==> config.mk <==
export PLATFORM = sky130hd
export DESIGN_NAME = box_blur_line_pass_top
export DESIGN_NICKNAME = d
export VERILOG_FILES = /design/src/hdl/bblp_pkg.sv /design/src/hdl/box_blur_line_pass_top.sv /design/src/hdl/bblp_ram.sv /design/src/hdl/bblp_ctrl.sv /design/src/hdl/bblp_dp.sv
export SDC_FILE = /design/constraint.sdc
export NUM_CORES = 2
export LEC_CHECK = 0
export BUFFER_PORTS_ARGS = -buffer_cell sky130_fd_sc_hd__buf_2
export CORE_MARGIN = 5
export CORE_UTILIZATION = 45
export CTS_BUF_LIST = sky130_fd_sc_hd__clkbuf_4 sky130_fd_sc_hd__clkbuf_8
export DETAILED_ROUTE_END_ITERATION = 6
export SYNTH_ARGS = -nofsm -noshare
export SYNTH_HDL_FRONTEND = slang
export SYNTH_SLANG_ARGS = --single-unit
==> constraint.sdc <==
create_clock -name clk -period 16.7 [get_ports clk]
set_input_delay 2.505 -clock clk [delete_from_list [all_inputs] [get_ports clk]]
set_output_delay 2.505 -clock clk [all_outputs]
set_load 0.05 [all_outputs]
==> src/hdl/bblp_pkg.sv <==
package bblp_pkg;

  localparam int MAX_RADIUS     = 15;
  localparam int MAX_LINE_WIDTH = 512;

  localparam int HIST_DEPTH = 2 * MAX_RADIUS + 1;
  localparam int HIST_AW    = $clog2(HIST_DEPTH);

  localparam int CH_W   = 8;
  localparam int NUM_CH = 4;
  localparam int PIX_W  = CH_W * NUM_CH;

  localparam int RAD_W = $clog2(MAX_RADIUS + 1);
  localparam int LEN_W = $clog2(HIST_DEPTH + 1);
  localparam int SUM_W = $clog2(HIST_DEPTH * 255 + 1);
  localparam int POS_W = $clog2(MAX_LINE_WIDTH);
  localparam int WID_W = $clog2(MAX_LINE_WIDTH + 1);

  // Reciprocal scaling for the exact truncating divide by the window length.
  localparam int REC_K  = SUM_W + LEN_W;
  localparam int REC_W  = REC_K + 1;
  localparam int PROD_W = SUM_W + REC_W;

  localparam int CFG_RADIUS_W = 4;
  localparam int CFG_WIDTH_W  = 10;
  localparam int CFG_DATA_W   = 10;
  localparam int CFG_IDX_W    = 1;

  localparam logic [CFG_IDX_W-1:0] REG_RADIUS     = 1'd0;
  localparam logic [CFG_IDX_W-1:0] REG_LINE_WIDTH = 1'd1;

  localparam logic [CFG_RADIUS_W-1:0] RADIUS_RESET = 4'd1;
  localparam logic [CFG_WIDTH_W-1:0]  WIDTH_RESET  = 10'd480;

  typedef struct packed {
    logic             restart;
    logic             px_load;
    logic             rd_en;
    logic             rd_flush;
    logic             upd_en;
    logic             upd_init;
    logic             upd_first;
    logic             upd_write;
    logic             mul_en;
    logic             out_load;
    logic             out_last;
    logic [RAD_W-1:0] radius;
    logic [LEN_W-1:0] len;
  } bblp_cmd_t;

  typedef struct packed {
    logic out_free;
  } bblp_sts_t;

endpackage

==> src/hdl/box_blur_line_pass_top.sv <==
// Horizontal (or vertical) box blur over one line of ARGB8888 pixels.
// Input beats on in_* carry one pixel each; output beats on out_* carry the
// average of the 2r+1 pixels centered on one position, with the line ends
// clamped so the first and last pixels repeat. out_tlast marks the last
// output pixel of a line. Output j is produced after input pixel j+r; the
// last pixel of a line also produces the remaining r outputs.
// Sequence: accepting a pixel also issues its history read, and a
// running-sum update follows. A pixel that yields an output then goes
// through the reciprocal multiply and the output register load; each
// further end-of-line output repeats read, update, multiply and load.
// The output register holds a result while the receiver stalls; the block
// then waits in its output step with in_tready low until the beat is taken.
// Reset (synchronous, active low) sets radius 1, line width 480 and starts a
// new line. Any cfg write also abandons the line in progress.
// The history memory is never cleared; only slots already written in the
// current line are used.
module box_blur_line_pass_top (
  input  logic                               clk,
  input  logic                               rst_n,
  // in_tdata fields from bit 0: in_alpha, in_red, in_green, in_blue (8 bits each)
  input  logic                               in_tvalid,
  output logic                               in_tready,
  input  logic [bblp_pkg::PIX_W-1:0]         in_tdata,
  // out_tdata fields from bit 0: out_alpha, out_red, out_green, out_blue
  // (8 bits each); out_tlast carries line_end
  output logic                               out_tvalid,
  input  logic                               out_tready,
  output logic [bblp_pkg::PIX_W-1:0]         out_tdata,
  output logic                               out_tlast,
  input  logic                               cfg_we,
  input  logic [bblp_pkg::CFG_IDX_W-1:0]     cfg_idx,
  input  logic [bblp_pkg::CFG_DATA_W-1:0]    cfg_wdata
);

  import bblp_pkg::*;

  logic [CFG_RADIUS_W-1:0] radius_r;
  logic [CFG_WIDTH_W-1:0]  line_width_r;
  bblp_cmd_t               cmd;
  bblp_sts_t               sts;

  // Configuration registers. The controller derives the effective radius
  // and width from them, so they are stored exactly as written.
  always_ff @(posedge clk) begin
    if (!rst_n) begin
      radius_r     <= RADIUS_RESET;
      line_width_r <= WIDTH_RESET;
    end else if (cfg_we) begin
      case (cfg_idx)
        REG_RADIUS: begin
          radius_r <= cfg_wdata[CFG_RADIUS_W-1:0];
        end
        REG_LINE_WIDTH: begin
          line_width_r <= cfg_wdata[CFG_WIDTH_W-1:0];
        end
        default: begin
        end
      endcase
    end
  end

  // The controller sequences each pixel and the end-of-line flush.
  bblp_ctrl u_ctrl (
    .clk        (clk),
    .rst_n      (rst_n),
    .in_tvalid  (in_tvalid),
    .in_tready  (in_tready),
    .cfg_we     (cfg_we),
    .radius_cfg (radius_r),
    .width_cfg  (line_width_r),
    .sts        (sts),
    .cmd        (cmd)
  );

  // The datapath holds the pixel history, running sums, divider and
  // output register.
  bblp_dp u_dp (
    .clk        (clk),
    .rst_n      (rst_n),
    .in_tdata   (in_tdata),
    .out_tvalid (out_tvalid),
    .out_tready (out_tready),
    .out_tdata  (out_tdata),
    .out_tlast  (out_tlast),
    .cmd        (cmd),
    .sts        (sts)
  );

endmodule

==> src/hdl/bblp_ram.sv <==
module bblp_ram #(
  parameter int WIDTH = 32,
  parameter int DEPTH = 31
) (
  input  logic                     clk,
  input  logic                     we,
  input  logic [$clog2(DEPTH)-1:0] waddr,
  input  logic [WIDTH-1:0]         wdata,
  input  logic                     re,
  input  logic [$clog2(DEPTH)-1:0] raddr,
  output logic [WIDTH-1:0]         rdata
);

  logic [WIDTH-1:0] mem_r [DEPTH];
  logic [WIDTH-1:0] rdata_r;

  always_ff @(posedge clk) begin
    if (we) begin
      mem_r[waddr] <= wdata;
    end
    if (re) begin
      rdata_r <= mem_r[raddr];
    end
  end

  assign rdata = rdata_r;

endmodule

==> src/hdl/bblp_ctrl.sv <==
module bblp_ctrl (
  input  logic                                clk,
  input  logic                                rst_n,
  input  logic                                in_tvalid,
  output logic                                in_tready,
  input  logic                                cfg_we,
  input  logic [bblp_pkg::CFG_RADIUS_W-1:0]   radius_cfg,
  input  logic [bblp_pkg::CFG_WIDTH_W-1:0]    width_cfg,
  input  bblp_pkg::bblp_sts_t                 sts,
  output bblp_pkg::bblp_cmd_t                 cmd
);

  import bblp_pkg::*;

  typedef enum logic [3:0] {
    ST_IDLE = 4'b0001,
    ST_UPD  = 4'b0010,
    ST_MUL  = 4'b0100,
    ST_OUT  = 4'b1000
  } state_t;

  state_t           state_r, state_nxt;
  logic [POS_W-1:0] pos_r, pos_nxt;
  logic             main_r, main_nxt;
  logic [RAD_W-1:0] flush_left_r, flush_left_nxt;
  logic             flush_first_r, flush_first_nxt;

  logic [WID_W-1:0] w_eff;
  logic [WID_W-1:0] r_lim;
  logic [RAD_W-1:0] r_sat;
  logic [RAD_W-1:0] r_eff;
  logic [LEN_W-1:0] len;
  logic             p_last;
  logic             p_zero;
  logic             p_in_first;
  logic             p_emit;
  logic             p_mirror;

  // Effective line width and radius; the radius shrinks so the window fits the line.
  always_comb begin
    if (32'(width_cfg) > 32'(MAX_LINE_WIDTH)) begin
      w_eff = WID_W'(MAX_LINE_WIDTH);
    end else if (width_cfg == '0) begin
      w_eff = WID_W'(1);
    end else begin
      w_eff = WID_W'(width_cfg);
    end
    if (32'(radius_cfg) > 32'(MAX_RADIUS)) begin
      r_sat = RAD_W'(MAX_RADIUS);
    end else begin
      r_sat = RAD_W'(radius_cfg);
    end
    r_lim = (w_eff - WID_W'(1)) >> 1;
    if (32'(r_sat) > 32'(r_lim)) begin
      r_eff = RAD_W'(r_lim);
    end else begin
      r_eff = r_sat;
    end
    len = LEN_W'({r_eff, 1'b1});
  end

  assign p_last     = (pos_r == POS_W'(w_eff - WID_W'(1)));
  assign p_zero     = (pos_r == '0);
  assign p_in_first = (32'(pos_r) <= 32'(len));
  assign p_emit     = (32'(pos_r) >= 32'(r_eff));
  assign p_mirror   = (32'(pos_r) == 32'(len) - 32'd1);

  assign in_tready = (state_r == ST_IDLE);

  always_comb begin
    state_nxt       = state_r;
    pos_nxt         = pos_r;
    main_nxt        = main_r;
    flush_left_nxt  = flush_left_r;
    flush_first_nxt = flush_first_r;
    cmd             = '0;
    cmd.radius      = r_eff;
    cmd.len         = len;
    case (state_r)
      ST_IDLE: begin
        if (in_tvalid) begin
          cmd.px_load = 1'b1;
          cmd.rd_en   = 1'b1;
          main_nxt    = 1'b1;
          state_nxt   = ST_UPD;
        end
      end
      ST_UPD: begin
        cmd.upd_en = 1'b1;
        if (main_r) begin
          cmd.upd_init  = p_zero;
          cmd.upd_first = p_in_first;
          cmd.upd_write = 1'b1;
          if (p_emit) begin
            state_nxt = ST_MUL;
          end else begin
            // A pixel before the first full window never ends the line.
            pos_nxt   = pos_r + 1'b1;
            state_nxt = ST_IDLE;
          end
        end else begin
          cmd.upd_first = flush_first_r;
          state_nxt     = ST_MUL;
        end
      end
      ST_MUL: begin
        cmd.mul_en = 1'b1;
        state_nxt  = ST_OUT;
      end
      ST_OUT: begin
        if (sts.out_free) begin
          cmd.out_load = 1'b1;
          if (main_r) begin
            cmd.out_last = p_last && (r_eff == '0);
            if (p_last && (r_eff == '0)) begin
              cmd.restart = 1'b1;
              pos_nxt     = '0;
              state_nxt   = ST_IDLE;
            end else if (p_last) begin
              cmd.rd_en       = 1'b1;
              cmd.rd_flush    = 1'b1;
              main_nxt        = 1'b0;
              flush_left_nxt  = r_eff - 1'b1;
              flush_first_nxt = p_mirror;
              state_nxt       = ST_UPD;
            end else begin
              pos_nxt   = pos_r + 1'b1;
              state_nxt = ST_IDLE;
            end
          end else begin
            cmd.out_last = (flush_left_r == '0);
            if (flush_left_r == '0) begin
              cmd.restart = 1'b1;
              pos_nxt     = '0;
              state_nxt   = ST_IDLE;
            end else begin
              cmd.rd_en       = 1'b1;
              cmd.rd_flush    = 1'b1;
              flush_left_nxt  = flush_left_r - 1'b1;
              flush_first_nxt = 1'b0;
              state_nxt       = ST_UPD;
            end
          end
        end
      end
      default: begin
        state_nxt = ST_IDLE;
      end
    endcase
    if (cfg_we) begin
      cmd.restart = 1'b1;
      pos_nxt     = '0;
    end
  end

  always_ff @(posedge clk) begin
    if (!rst_n) begin
      state_r       <= ST_IDLE;
      pos_r         <= '0;
      main_r        <= 1'b0;
      flush_left_r  <= '0;
      flush_first_r <= 1'b0;
    end else begin
      state_r       <= state_nxt;
      pos_r         <= pos_nxt;
      main_r        <= main_nxt;
      flush_left_r  <= flush_left_nxt;
      flush_first_r <= flush_first_nxt;
    end
  end

endmodule

==> src/hdl/bblp_dp.sv <==
module bblp_dp (
  input  logic                         clk,
  input  logic                         rst_n,
  input  logic [bblp_pkg::PIX_W-1:0]   in_tdata,
  output logic                         out_tvalid,
  input  logic                         out_tready,
  output logic [bblp_pkg::PIX_W-1:0]   out_tdata,
  output logic                         out_tlast,
  input  bblp_pkg::bblp_cmd_t          cmd,
  output bblp_pkg::bblp_sts_t          sts
);

  import bblp_pkg::*;

  logic [PIX_W-1:0]   px_r;
  logic [PIX_W-1:0]   first_r;
  logic [SUM_W-1:0]   sums_r [NUM_CH];
  logic [PROD_W-1:0]  prod_r [NUM_CH];
  logic [HIST_AW-1:0] wp_r, wp_nxt;
  logic [HIST_AW-1:0] fp_r, fp_nxt;
  logic               out_valid_r;
  logic [PIX_W-1:0]   out_data_r;
  logic               out_last_r;

  logic [HIST_AW:0]   addr_sum;
  logic [HIST_AW-1:0] addr_main;
  logic [HIST_AW-1:0] raddr;
  logic [PIX_W-1:0]   rdata;
  logic [PIX_W-1:0]   old_px;
  logic [REC_W-1:0]   recip_tab [MAX_RADIUS+1];
  logic [REC_W-1:0]   recip;

  function automatic logic [HIST_AW-1:0] ptr_inc(input logic [HIST_AW-1:0] p);
    logic [HIST_AW-1:0] q;
    if (p == HIST_AW'(HIST_DEPTH - 1)) begin
      q = '0;
    end else begin
      q = p + 1'b1;
    end
    return q;
  endfunction

  // Reciprocal of each window length 2r+1, rounded up: exact for every sum.
  for (genvar g = 0; g <= MAX_RADIUS; g++) begin : g_rec
    localparam longint unsigned Dv = 2 * g + 1;
    localparam logic [REC_W-1:0] RecV = REC_W'(((64'd1 << REC_K) + Dv - 1) / Dv);
    assign recip_tab[g] = RecV;
  end

  assign recip = recip_tab[cmd.radius];

  // Ring slot of the pixel leaving the window: (wp - len) mod depth.
  always_comb begin
    addr_sum = {1'b0, wp_r} + (HIST_AW+1)'(HIST_DEPTH) - (HIST_AW+1)'(cmd.len);
    if (addr_sum >= (HIST_AW+1)'(HIST_DEPTH)) begin
      addr_sum = addr_sum - (HIST_AW+1)'(HIST_DEPTH);
    end
    addr_main = addr_sum[HIST_AW-1:0];
  end

  assign raddr = cmd.rd_flush ? fp_r : addr_main;

  bblp_ram #(
    .WIDTH (PIX_W),
    .DEPTH (HIST_DEPTH)
  ) u_hist (
    .clk   (clk),
    .we    (cmd.upd_en && cmd.upd_write),
    .waddr (wp_r),
    .wdata (px_r),
    .re    (cmd.rd_en),
    .raddr (raddr),
    .rdata (rdata)
  );

  assign old_px = cmd.upd_first ? first_r : rdata;

  always_comb begin
    wp_nxt = wp_r;
    fp_nxt = fp_r;
    if (cmd.rd_en) begin
      fp_nxt = cmd.rd_flush ? ptr_inc(fp_r) : ptr_inc(addr_main);
    end
    if (cmd.upd_en && cmd.upd_write) begin
      wp_nxt = ptr_inc(wp_r);
    end
    if (cmd.restart) begin
      wp_nxt = '0;
    end
  end

  always_ff @(posedge clk) begin
    if (!rst_n) begin
      wp_r        <= '0;
      fp_r        <= '0;
      out_valid_r <= 1'b0;
    end else begin
      wp_r <= wp_nxt;
      fp_r <= fp_nxt;
      if (cmd.out_load) begin
        out_valid_r <= 1'b1;
      end else if (out_tready) begin
        out_valid_r <= 1'b0;
      end
    end
  end

  always_ff @(posedge clk) begin
    if (cmd.px_load) begin
      px_r <= in_tdata;
    end
    if (cmd.upd_en && cmd.upd_init) begin
      first_r <= px_r;
    end
    for (int c = 0; c < NUM_CH; c++) begin
      if (cmd.upd_en) begin
        if (cmd.upd_init) begin
          sums_r[c] <= SUM_W'(cmd.len) * SUM_W'(px_r[c*CH_W +: CH_W]);
        end else begin
          sums_r[c] <= sums_r[c] + SUM_W'(px_r[c*CH_W +: CH_W])
                       - SUM_W'(old_px[c*CH_W +: CH_W]);
        end
      end
      if (cmd.mul_en) begin
        prod_r[c] <= PROD_W'(sums_r[c]) * PROD_W'(recip);
      end
      if (cmd.out_load) begin
        out_data_r[c*CH_W +: CH_W] <= prod_r[c][REC_K +: CH_W];
      end
    end
    if (cmd.out_load) begin
      out_last_r <= cmd.out_last;
    end
  end

  assign sts.out_free = !out_valid_r || out_tready;
  assign out_tvalid   = out_valid_r;
  assign out_tdata    = out_data_r;
  assign out_tlast    = out_last_r;

endmodule

==> results_dict.tcl <==
set metrics [dict create \
    grt_usage_pct 22.1 \
    wirelength_um 212000 \
    seq_area_frac_synth_pct 44.8 \
    r2r_start "line_width_r[2]$_SDFFE_PN0P_" \
    synth.avg_cell_area_um2 11.2 \
    path_class "reg2reg" \
    crit_arrival_ns 12.61 \
    placed_area_um2 86100 \
    hpwlAfterDp_um 135000 \
    finalCritPeriodShare_pct 71.6 \
    initial_core_util_pct 45.2 \
    drcViolationCount 0 \
    wire_per_inst_um 21.1 \
    globalplace.congestion 0.829 \
    die_width_um 439 \
    setup_viol 0 \
    ant_nets 0 \
    crit_path_max_fanout 52 \
    cellPowerDensity_nw_per_um2 124 \
    worstHoldStart "u_dp.prod_r[0][23]$_DFFE_PP_" \
    ctsResizeCount 0 \
    status "completed" \
    ys_seq_elements 1249 \
    routed_via_density 5.40 \
    slowest_delay_ns 0.63 \
    critPathRequiredTime_ns 17.35 \
    async_reset_ff_share_pct 0 \
    syn_nets 8605 \
    hp-class "reg2reg" \
    ys_types 81 \
    cts-hold-fix-buffers 0 \
    io_buffers 82 \
    die_h_um 439 \
    root_buffer "clkbuf_8" \
    path_clk_slew_ns 0.06 \
    ys_warn_count 0 \
    yosys_most_used_dff "edfxtp_1" \
    cpMaxStageDelayCell "nor2_1" \
    num-fill-cells 16450 \
    core_um2 183000 \
    fin_worst_skew_ns 0.0984 \
    via_count 54374 \
    tns_ns 0 \
    num_io_pins 83 \
    rows 157 \
    netlist_area_um2 82700 \
    grt_pass1_vias 56855 \
    cts_tree "yes" \
    fmax_mhz 83.6 \
    drt-pass1-iter-count 6 \
    area_growth_pct 8.80 \
    nets 8634 \
    grt_pass1_wl_um 332000 \
    p_leak_nw 36.7 \
    ir_worst_vdd_v 0.000166 \
    antenna_found_initial 5 \
    drive_above_1_share_pct 8.96 \
    clockBufferDepth 3 \
    cts_sinks 1249 \
    start_kind "register" \
    grt_max_degree 154 \
    end_kind "register" \
    tightest_slew_ns 1.07 \
    post_cts_buffers 0 \
    clock_latency_ns 0.96 \
    h-tree-depth 4 \
    layoutNonFillerInstCount 10065 \
    finalHoldViolCount 0 \
    grt_overflow 0 \
    synth-edff-count 1205 \
    slew_viol_final 0 \
    grt_setup_unrepaired "no" \
    maxCapViolations 0 \
    postSynthCellCount 7401 \
    finalCriticalPeriod_ns 11.96 \
    drtIter0Drc 4153 \
    slew_headroom_pct 28.7 \
    design_area_um2 90000 \
    dp.cells 9691 \
    die_area_um2 193000 \
    cp-startpoint "line_width_r[2]$_SDFFE_PN0P_" \
    numCtsBuffers 201 \
]
## worst max-delay path: cells and delay by family, from the launching register on
kind                     cells  cell delay (ns)
AO/OA/AOI/OAI               14             2.91
XOR/XNOR                     1             0.08
adder cells (fa/ha/maj)      9             3.77
buffers and inverters        6             1.05
flip-flops                   1             0.41
AND/OR/NAND/NOR             12             3.46
## registers in the layout (all words and copies together) (netlist names), 9 cells and up
register and cells:
out_tdata 32, u_dp.u_hist.rdata 32, u_dp.first_r 32, u_dp.u_hist.mem_r 992, u_dp.px_r 32, u_dp.prod_r 32, u_dp.sums_r 52, line_width_r 10
u_ctrl.pos_r 9
## cell families after synthesis
group           share of synthesized area (%)
compound gates                           6.60
buf+inv                                  6.84
simple gates                             13.6
flops                                    44.8
xor+xnor                                 1.67
fa+ha+maj                                24.4
mux                                      2.08
## layer usage
metal  vias to the layer above  global-route usage [%]  wire, um
met5                         -                       0        23
met4                         4                    5.24      3840
met3                       268                    3.28     12700
met2                      1621                    38.0    105000
met1                     27734                    29.8     90700
li1                      24747                       -         -
## area by class of cell
cell class | instances | area [um2] | share of cell area, %
flip-flops and latches | 1249 | 37100 | 41.2
inverters | 1061 | 3980 | 4.43
clock inverters | 109 | 636 | 0.706
well taps | 2464 | 3080 | 3.43
repair buffers | 220 | 1500 | 1.66
clock buffers | 261 | 3220 | 3.57
multi-input cells | 4697 | 40500 | 45.0
diodes | 4 | 10.0 | 0.0111
## power breakdown
part | leakage, nW | internal, W | switching (W)
Sequential | 11.2 | 0.00364 | 0.0000446
Combinational | 23.4 | 0.00213 | 0.00285
Clock | 2.03 | 0.00128 | 0.00126
## Yosys cell counts (all sizes together) (5+ instances only)
cell	number	area, um2
nand2	1313	4940
edfxtp	1205	36200
inv	1060	3980
fa	765	15300
ha	391	4890
and2	364	2280
clkbuf	293	1100
nor2	210	791
a21oi	199	996
o21ai	146	731
mux2i	144	1450
nand3	126	631
and3	121	757
a32oi	116	1020
xnor2	107	937
buf	101	574
nor3	70	450
a211oi	65	488
a21o	52	390
nand4	52	325
xor2	51	447
nor4	48	372
dfxtp	44	881
a31oi	41	272
a311oi	35	307
a21boi	32	240
nor2b	28	175
mux2	23	263
nand2b	21	131
o21a	21	158
o21bai	21	158
o31ai	20	155
or3	16	100
a211o	10	87.6
nor3b	8	60.1
o211ai	7	57.6
nand3b	5	37.5
nor4b	5	43.8
o211a	5	50.1
or4	5	41.3
## cell usage in the layout, fill, tap and decap left out, types with 50 or more instances in the layout
master and instances:
buf_4 134, buf_2 82, nand2_1 1308, clkinv_1 52
o21ai_0 132, ha_1 391, clkbuf_8 201, xor2_1 51
edfxtp_1 1205, a21o_1 52, inv_1 1057, a21oi_1 194
a32oi_1 116, a211oi_1 65, clkbuf_4 60, nor3_1 50
and3_1 121, nand4_1 52, nor2_1 172, mux2i_1 143
fa_1 765, and2_1 358, nand3_1 126, xnor2_1 107
## per-stage QoR
step                      setup WS [ns]  total power [W]  hold WS, ns  util (%)
after global routing               3.85           0.0123        0.427      49.2
after detailed placement           4.80          0.00876        0.405      47.1
after global placement             5.08          0.00866        0.405      47.1
after CTS                          4.79           0.0113        0.420      49.2
final                              4.74           0.0112        0.417      49.2
after floorplan                    6.35          0.00756        0.400         -
## path summary, 6_finish.rpt
path | to | slack (ns) | cells past startpoint
hold reg to reg | out_tdata[5]$_DFFE_PP_ | 0.42 | 0
hold / removal | out_tdata[5]$_DFFE_PP_ | 0.42 | 0
setup / recovery | u_dp.prod_r[1][23]$_DFFE_PP_ | 4.74 | 42
setup reg to reg | u_dp.prod_r[1][23]$_DFFE_PP_ | 4.74 | 42
No activity file was read; power rests on OpenSTA's default activity.
